[config.mk]
export PLATFORM = sky130hd
export DESIGN_NAME = gray_world_white_balance
export DESIGN_NICKNAME = d
export VERILOG_FILES = /design/src/gwwb_pkg.sv /design/src/gwwb_dp.sv /design/src/gwwb_ctrl.sv /design/src/gray_world_white_balance.sv
export VERILOG_INCLUDE_DIRS = /design/src /design/src/src
export SDC_FILE = /design/constraint.sdc
export NUM_CORES = 2
export LEC_CHECK = 0
export BUFFER_PORTS_ARGS = -buffer_cell sky130_fd_sc_hd__buf_2
export CORE_ASPECT_RATIO = 0.8
export CORE_MARGIN = 1
export CORE_UTILIZATION = 39
export CTS_CLUSTER_DIAMETER = 80
export DETAILED_ROUTE_END_ITERATION = 10
export PLACE_DENSITY = 0.53
export SLEW_MARGIN = 20
export SYNTH_ARGS = -nofsm -noshare
export SYNTH_HDL_FRONTEND = slang
export SYNTH_HIERARCHICAL = 1
export SYNTH_SLANG_ARGS = --single-unit
[constraint.sdc]
create_clock -name clk -period 15.2 [get_ports clk]
set_input_delay 3.04 -clock clk [delete_from_list [all_inputs] [get_ports clk]]
set_output_delay 3.04 -clock clk [all_outputs]
set_load 0.05 [all_outputs]
[src/gray_world_white_balance_assert.svh]
// Assertion macros for the gray-world white balance block.
// Used by the top level; expects clk and rst_n in scope.
`ifndef GRAY_WORLD_WHITE_BALANCE_ASSERT_SVH
`define GRAY_WORLD_WHITE_BALANCE_ASSERT_SVH

// Same-cycle implication, disabled in reset.
`define GWWB_ASSERT_IMPL(lbl, ante, cons, msg) \
  lbl: assert property (@(posedge clk) disable iff (!rst_n) (ante) |-> (cons)) \
    else $error(msg);

// Next-cycle implication, disabled in reset.
`define GWWB_ASSERT_NEXT(lbl, ante, cons, msg) \
  lbl: assert property (@(posedge clk) disable iff (!rst_n) (ante) |=> (cons)) \
    else $error(msg);

`endif

[src/gwwb_pkg.sv]
// Shared constants, channel codes and controller/datapath interface structs
// for the gray-world white balance block. No dependencies.
package gwwb_pkg;

  localparam int PIXEL_COUNT_BITS_DEF = 22;
  localparam int GAIN_FRAC_BITS_DEF   = 16;

  localparam logic       CMD_STAT = 1'b0;
  localparam logic       CMD_CORR = 1'b1;
  localparam logic [7:0] PIX_MAX  = 8'd255;

  typedef enum logic [1:0] {
    CH_BLUE,
    CH_GREEN,
    CH_RED
  } chan_t;

  // Controller to datapath commands
  typedef struct packed {
    logic  acc;        // add accepted statistics beat into sums
    logic  corr;       // launch accepted correction beat
    logic  total_ld;   // latch the sum of all three channel sums
    logic  div_load;   // set up divider for chan
    logic  div_check;  // flag quotient overflow
    logic  div_step;   // one restoring division step
    logic  gain_wr;    // write finished gain for chan
    logic  sum_clr;    // clear the channel sums
    chan_t chan;
  } gwwb_cmd_t;

  // Datapath to controller status
  typedef struct packed {
    logic pipe_free;   // correction stage can take a beat
    logic p_valid;     // product stage holds a beat
  } gwwb_stat_t;

endpackage

[src/gwwb_dp.sv]
// Datapath: channel sums, shared one-bit-per-cycle gain divider, gain
// registers and the two-stage correction pipe. Depends on gwwb_pkg.
module gwwb_dp import gwwb_pkg::*; #(
  parameter int PIXEL_COUNT_BITS = PIXEL_COUNT_BITS_DEF,
  parameter int GAIN_FRAC_BITS   = GAIN_FRAC_BITS_DEF
) (
  input  logic       clk,
  input  logic       rst_n,
  input  gwwb_cmd_t  cmd,
  output gwwb_stat_t stat,
  input  logic [7:0] in_blue,
  input  logic [7:0] in_green,
  input  logic [7:0] in_red,
  input  logic       in_last,
  output logic       out_valid,
  input  logic       out_stall,
  output logic [7:0] out_blue,
  output logic [7:0] out_green,
  output logic [7:0] out_red,
  output logic       out_last
);

  localparam int SUM_W  = 8 + PIXEL_COUNT_BITS;
  localparam int GAIN_W = 8 + GAIN_FRAC_BITS;
  localparam int DIV_W  = SUM_W + 2;
  localparam int PROD_W = 8 + GAIN_W;

  localparam logic [GAIN_W-1:0] GAIN_UNITY = GAIN_W'(1) << GAIN_FRAC_BITS;
  localparam logic [GAIN_W-1:0] GAIN_SAT   = {GAIN_W{1'b1}};

  logic [SUM_W-1:0]  sum_b_r, sum_g_r, sum_r_r;
  logic [GAIN_W-1:0] gain_b_r, gain_g_r, gain_r_r;
  logic [DIV_W-1:0]  total_r;
  logic [DIV_W-1:0]  d_r, rem_r, rem_nxt;
  logic [GAIN_W-1:0] quo_r, gain_nxt;
  logic              zero_r, ovf_r;
  logic [SUM_W-1:0]  sel_sum;
  logic [DIV_W:0]    rem_sh;
  logic              q_bit;

  logic [PROD_W-1:0] p_b_r, p_g_r, p_r_r;
  logic              p_last_r, p_valid_r;
  logic              out_valid_r, out_last_r;
  logic [7:0]        out_b_r, out_g_r, out_r_r;
  logic              move;

  function automatic logic [SUM_W-1:0] sat_add(input logic [SUM_W-1:0] acc,
                                              input logic [7:0] v);
    logic [SUM_W:0] s;
    s = {1'b0, acc} + (SUM_W + 1)'(v);
    return s[SUM_W] ? {SUM_W{1'b1}} : s[SUM_W-1:0];
  endfunction

  function automatic logic [7:0] clip(input logic [PROD_W-1:0] p);
    return (|p[GAIN_FRAC_BITS+8 +: 8]) ? PIX_MAX : p[GAIN_FRAC_BITS +: 8];
  endfunction

  always_comb begin
    case (cmd.chan)
      CH_BLUE:  sel_sum = sum_b_r;
      CH_GREEN: sel_sum = sum_g_r;
      CH_RED:   sel_sum = sum_r_r;
      default:  sel_sum = sum_r_r;
    endcase
  end

  // Restoring step: shift next dividend bit into remainder, subtract if it fits
  assign rem_sh  = {rem_r, quo_r[GAIN_W-1]};
  assign q_bit   = (rem_sh >= {1'b0, d_r});
  assign rem_nxt = q_bit ? DIV_W'(rem_sh - {1'b0, d_r}) : rem_sh[DIV_W-1:0];

  assign gain_nxt = zero_r ? '0 : (ovf_r ? GAIN_SAT : quo_r);

  always_ff @(posedge clk) begin
    if (!rst_n) begin
      sum_b_r  <= '0;
      sum_g_r  <= '0;
      sum_r_r  <= '0;
      gain_b_r <= GAIN_UNITY;
      gain_g_r <= GAIN_UNITY;
      gain_r_r <= GAIN_UNITY;
    end else begin
      if (cmd.acc) begin
        sum_b_r <= sat_add(sum_b_r, in_blue);
        sum_g_r <= sat_add(sum_g_r, in_green);
        sum_r_r <= sat_add(sum_r_r, in_red);
      end else if (cmd.sum_clr) begin
        sum_b_r <= '0;
        sum_g_r <= '0;
        sum_r_r <= '0;
      end
      if (cmd.gain_wr) begin
        case (cmd.chan)
          CH_BLUE:  gain_b_r <= gain_nxt;
          CH_GREEN: gain_g_r <= gain_nxt;
          CH_RED:   gain_r_r <= gain_nxt;
          default:  gain_r_r <= gain_nxt;
        endcase
      end
    end
  end

  // Divider: quotient of (total << frac) / (3 * sum), dividend split so the
  // high part seeds the remainder and the low bits shift in through quo_r
  always_ff @(posedge clk) begin
    if (cmd.total_ld) begin
      total_r <= DIV_W'(sum_b_r) + DIV_W'(sum_g_r) + DIV_W'(sum_r_r);
    end
    if (cmd.div_load) begin
      d_r    <= DIV_W'(sel_sum) + {DIV_W'(sel_sum) << 1};
      rem_r  <= total_r >> 8;
      quo_r  <= {total_r[7:0], {GAIN_FRAC_BITS{1'b0}}};
      zero_r <= (sel_sum == '0);
    end else if (cmd.div_check) begin
      ovf_r <= (rem_r >= d_r);
    end else if (cmd.div_step) begin
      rem_r <= rem_nxt;
      quo_r <= {quo_r[GAIN_W-2:0], q_bit};
    end
  end

  // Correction pipe: products, then clipped output register
  assign move           = p_valid_r && (!out_valid_r || !out_stall);
  assign stat.pipe_free = !p_valid_r || move;
  assign stat.p_valid   = p_valid_r;

  always_ff @(posedge clk) begin
    if (!rst_n) begin
      p_valid_r   <= 1'b0;
      out_valid_r <= 1'b0;
    end else begin
      if (cmd.corr) begin
        p_valid_r <= 1'b1;
      end else if (move) begin
        p_valid_r <= 1'b0;
      end
      if (move) begin
        out_valid_r <= 1'b1;
      end else if (!out_stall) begin
        out_valid_r <= 1'b0;
      end
    end
  end

  always_ff @(posedge clk) begin
    if (cmd.corr) begin
      p_b_r    <= PROD_W'(in_blue) * PROD_W'(gain_b_r);
      p_g_r    <= PROD_W'(in_green) * PROD_W'(gain_g_r);
      p_r_r    <= PROD_W'(in_red) * PROD_W'(gain_r_r);
      p_last_r <= in_last;
    end
    if (move) begin
      out_b_r    <= clip(p_b_r);
      out_g_r    <= clip(p_g_r);
      out_r_r    <= clip(p_r_r);
      out_last_r <= p_last_r;
    end
  end

  assign out_valid = out_valid_r;
  assign out_blue  = out_b_r;
  assign out_green = out_g_r;
  assign out_red   = out_r_r;
  assign out_last  = out_last_r;

endmodule

[src/gwwb_ctrl.sv]
// Controller: input handshake and the frame-end gain sequencer that walks
// the shared divider over the three channels. Depends on gwwb_pkg.
module gwwb_ctrl import gwwb_pkg::*; #(
  parameter int GAIN_FRAC_BITS = GAIN_FRAC_BITS_DEF
) (
  input  logic       clk,
  input  logic       rst_n,
  input  logic       in_valid,
  input  logic       in_cmd,
  input  logic       in_last,
  output logic       in_stall,
  input  gwwb_stat_t stat,
  output gwwb_cmd_t  cmd
);

  localparam int GAIN_W = 8 + GAIN_FRAC_BITS;
  localparam int CNT_W  = $clog2(GAIN_W);

  typedef enum logic [2:0] {
    S_RUN,
    S_TOTAL,
    S_LOAD,
    S_CHECK,
    S_DIV,
    S_STORE
  } state_t;

  state_t           state_r, state_nxt;
  chan_t            chan_r, chan_nxt;
  logic [CNT_W-1:0] cnt_r, cnt_nxt;
  logic             accept;

  assign in_stall = (state_r != S_RUN) || !stat.pipe_free;
  assign accept   = in_valid && !in_stall;

  always_comb begin
    cmd           = '0;
    cmd.chan      = chan_r;
    cmd.acc       = accept && (in_cmd == CMD_STAT);
    cmd.corr      = accept && (in_cmd == CMD_CORR);
    cmd.total_ld  = (state_r == S_TOTAL);
    cmd.div_load  = (state_r == S_LOAD);
    cmd.div_check = (state_r == S_CHECK);
    cmd.div_step  = (state_r == S_DIV);
    cmd.gain_wr   = (state_r == S_STORE);
    cmd.sum_clr   = (state_r == S_STORE) && (chan_r == CH_RED);
  end

  always_comb begin
    state_nxt = state_r;
    chan_nxt  = chan_r;
    cnt_nxt   = cnt_r;
    case (state_r)
      S_RUN: begin
        if (cmd.acc && in_last) begin
          state_nxt = S_TOTAL;
        end
      end
      S_TOTAL: begin
        chan_nxt  = CH_BLUE;
        state_nxt = S_LOAD;
      end
      S_LOAD: begin
        state_nxt = S_CHECK;
      end
      S_CHECK: begin
        cnt_nxt   = '0;
        state_nxt = S_DIV;
      end
      S_DIV: begin
        cnt_nxt = cnt_r + 1'b1;
        if (cnt_r == CNT_W'(GAIN_W - 1)) begin
          state_nxt = S_STORE;
        end
      end
      S_STORE: begin
        case (chan_r)
          CH_BLUE: begin
            chan_nxt  = CH_GREEN;
            state_nxt = S_LOAD;
          end
          CH_GREEN: begin
            chan_nxt  = CH_RED;
            state_nxt = S_LOAD;
          end
          default: begin
            chan_nxt  = CH_BLUE;
            state_nxt = S_RUN;
          end
        endcase
      end
      default: state_nxt = S_RUN;
    endcase
  end

  always_ff @(posedge clk) begin
    if (!rst_n) begin
      state_r <= S_RUN;
      chan_r  <= CH_BLUE;
      cnt_r   <= '0;
    end else begin
      state_r <= state_nxt;
      chan_r  <= chan_nxt;
      cnt_r   <= cnt_nxt;
    end
  end

endmodule

[src/gray_world_white_balance.sv]
// Gray-world white balance, two passes per frame. Statistics beats (cmd 0)
// and correction beats (cmd 1) are taken one per clock while in_stall is
// low. The statistics beat marked last starts the gain update: the channel
// sums are totalled, then per channel a shared restoring divider is loaded,
// checked for quotient overflow, runs 8 + GAIN_FRAC_BITS steps and stores
// the gain; input stalls until all three gains are stored. A correction
// beat passes through the product register and then the clipped output
// register, held while out_stall backs up the output. Gains reset to unity.
// Depends on gwwb_pkg, gwwb_ctrl, gwwb_dp and the assertion macro header.
`include "gray_world_white_balance_assert.svh"

module gray_world_white_balance import gwwb_pkg::*; #(
  parameter int PIXEL_COUNT_BITS = PIXEL_COUNT_BITS_DEF,
  parameter int GAIN_FRAC_BITS   = GAIN_FRAC_BITS_DEF
) (
  input  logic       clk,
  input  logic       rst_n,
  input  logic       in_valid,
  output logic       in_stall,
  input  logic       in_cmd,
  input  logic [7:0] in_blue_in,
  input  logic [7:0] in_green_in,
  input  logic [7:0] in_red_in,
  input  logic       in_last_in,
  output logic       out_valid,
  input  logic       out_stall,
  output logic [7:0] out_blue_out,
  output logic [7:0] out_green_out,
  output logic [7:0] out_red_out,
  output logic       out_last_out
);

  gwwb_cmd_t  cmd;
  gwwb_stat_t stat;

  gwwb_ctrl #(
    .GAIN_FRAC_BITS(GAIN_FRAC_BITS)
  ) u_ctrl (
    .clk     (clk),
    .rst_n   (rst_n),
    .in_valid(in_valid),
    .in_cmd  (in_cmd),
    .in_last (in_last_in),
    .in_stall(in_stall),
    .stat    (stat),
    .cmd     (cmd)
  );

  gwwb_dp #(
    .PIXEL_COUNT_BITS(PIXEL_COUNT_BITS),
    .GAIN_FRAC_BITS  (GAIN_FRAC_BITS)
  ) u_dp (
    .clk      (clk),
    .rst_n    (rst_n),
    .cmd      (cmd),
    .stat     (stat),
    .in_blue  (in_blue_in),
    .in_green (in_green_in),
    .in_red   (in_red_in),
    .in_last  (in_last_in),
    .out_valid(out_valid),
    .out_stall(out_stall),
    .out_blue (out_blue_out),
    .out_green(out_green_out),
    .out_red  (out_red_out),
    .out_last (out_last_out)
  );

  `GWWB_ASSERT_NEXT(a_frame_end_busy, cmd.acc && in_last_in, in_stall, "no stall after frame end beat")
  `GWWB_ASSERT_NEXT(a_corr_launch, cmd.corr, stat.p_valid, "correction beat lost at product stage")
  `GWWB_ASSERT_IMPL(a_seq_onehot, 1'b1, $onehot0({cmd.total_ld, cmd.div_load, cmd.div_check, cmd.div_step, cmd.gain_wr}), "overlapping sequencer commands")
  `GWWB_ASSERT_IMPL(a_no_beat_in_div, cmd.div_step || cmd.gain_wr, !cmd.acc && !cmd.corr, "beat taken during gain update")

endmodule
==> flow_summary.ini <==
[outcome]
status = complete, no violations

[cells_and_area]
utilization = 0.4274
layout_commonest_cell = inv_1
n_fill_cell = 9642
syn_to_final_growth_pct = 7.966
nets = 4944
final_area_um2 = 41620
multi_input_area_um2 = 26920
final_cell_mix = 504 x inv_1, 446 x and2_1, 434 x nand2_1
drive_gt1_frac = 0.05912
antenna_cells = 0
register_area_um2 = 9131

[drt]
routed_wl_um = 103300
via_count = 28870
drt_iter0_drc = 2141
ant_nets = 0
drtPass1Iterations = 6
wl_per_cell_um = 18.74
drc_errors = 0
via_per_inst = 5.238

[floorplan]
core_um2 = 97380
start_util = 0.3958
die_area_um2 = 100100
ios = 57
die_w_um = 353.5
die_h_um = 283.2
rows = 102

[pwr]
peakVddDrop_v = 0.00007413
switchingPower_uw = 646.1
clockPowerShare = 0.461
pwr_density_cell_nw_per_um2 = 59.06
p_int_uw = 1812
p_seq_frac = 0.440
p_comb_frac = 0.099
swShare = 0.2629
power_leakage_uw = 0.01885

[placement]
portBuffers = 56
gp_congestion = 0.8652
dpl_cell_area_um2 = 40030
dpl.hpwl_um = 78680

[grt]
grt_overflow = 0
track_usage = 0.2079
grt_max_degree = 73
antenna_found_initial = 1
grt_pass1_vias = 28390
grt_first_pass_wirelength_um = 165600

[worst_setup_path]
cp.required_ps = 15540
critPathCaptureType = flop
path_common_cell = fa_1
crit_chain = buf_2 -> and2_1 -> fa_1 -> fa_1 -> fa_1 -> inv_1 -> fa_1 -> inv_1 -> ha_1 -> a21o_1 -> a211oi_1 -> a21o_1 -> o311ai_1 -> o311ai_2 -> a31oi_1 -> a21bo_2 -> a21oi_1 -> o21bai_1 -> xor2_1
setup.worst_path.class = in2reg
arrival_ps = 8140
worstSetupStartpointType = input pin
crit_path_max_incr_delay_ps = 520
path_max_fanout = 25
cp_slowest_cell = fa_1

[timing]
fin_crit_sh = 0.5130
relSlewSlack = 0.2318
setup_tns_ps = 0
drv_slew = 0
layout_min_cycle_time_ps = 7797
rsz0062_at_grt = false
max_slew.worst_pin.slew_ps = 1151
clock.fmax_mhz = 128.3
fin_worst_skew_ps = 26.02
setup_viol = 0
hold_viol = 0

[synth]
netlist_instances = 4212
syn_area_um2 = 38550
yosysWarnings = 6
synth_fp_nets = 4982
syn_avg_cell_area_um2 = 9.151

[job]
max_cap_violations = 0

[clock_network]
cts_root_buf = clkbuf_16
cts_resized = 0
clock_sinks = 370
clk_path_buf_depth = 3
worstSkewPairLatency_ps = 610
post_cts_buffers = 0
htree_levels = 2
cts_tree = done
cts_made_buffers = 46
cts_hold_buf = 0
cts.clk_slew.worst_paths_ps = 60

[hold_path]
hold_class = reg2reg
## worst max-delay path: cells and delay by family
kind	cells	cell delay, ps
XOR/XNOR	1	140
buffers and inverters	3	520
AND/OR/NAND/NOR	1	220
adder cells (fa/ha/maj)	5	2220
AO/OA/AOI/OAI	9	1970
## flip-flops by register name (all words and copies together), names as in the netlist, 16 cells and up
| register | flops |
|---|---|
| u_dp/d_r | 32 |
| u_dp/rem_r | 32 |
| u_dp/total_r | 32 |
| u_dp/sum_b_r | 30 |
| u_dp/sum_g_r | 30 |
| u_dp/sum_r_r | 30 |
| u_dp/gain_b_r | 24 |
| u_dp/gain_g_r | 24 |
| u_dp/gain_r_r | 24 |
| u_dp/quo_r | 24 |
| u_dp/p_b_r | 16 |
| u_dp/p_g_r | 16 |
| u_dp/p_r_r | 16 |
## layer usage
layer	wire length (um)	track usage	vias up
met5	0	0	-
met4	1844	0.04232	0
met3	5528	0.02918	84
met2	42570	0.2967	638
met1	53350	0.3285	14160
li1	-	-	13990
## worst paths after layout
check | from | endpoint | slack [ps] | cells past startpoint
max | in_green_in[4] | u_dp/p_g_r[25] | 7400 | 19
min | u_dp/p_last_r | u_dp/out_last | 430 | 0
max reg2reg | u_dp/gain_r_r[12] | u_dp/p_r_r[31] | 9750 | 18
min reg2reg | u_dp/p_last_r | u_dp/out_last | 430 | 0
## power by group through the flow
stage	combinational (uW)	clock, uW	sequential [uW]
5_1_grt	273	1200	1080
3_5_place_dp	241	0	1100
3_3_place_gp	240	0	1100
2_1_floorplan	172	0	1100
4_1_cts	242	1160	1080
6_report	243	1130	1080
## layout make-up
class                      count  share of cell area
sequential                   370              0.2194
timing repair buffer          81             0.01173
clock buffer                  66             0.03373
inverter                     504             0.04546
tap                         1300             0.03908
multi-input combinational   3171              0.6469
clock inverter                20            0.003698
## metrics by stage
step,hold WS [ps],worst slack (ps),instances,total power (uW)
4_1_cts,423.0,7388,5511,2487
6_report,428.3,7403,5512,2458
5_1_grt,423.8,7017,5512,2557
2_1_floorplan,400.3,7439,4212,1268
3_3_place_gp,404.4,6815,5425,1343
3_5_place_dp,408.3,6765,5425,1343
Note: power is estimated with default switching activity, not from simulation.
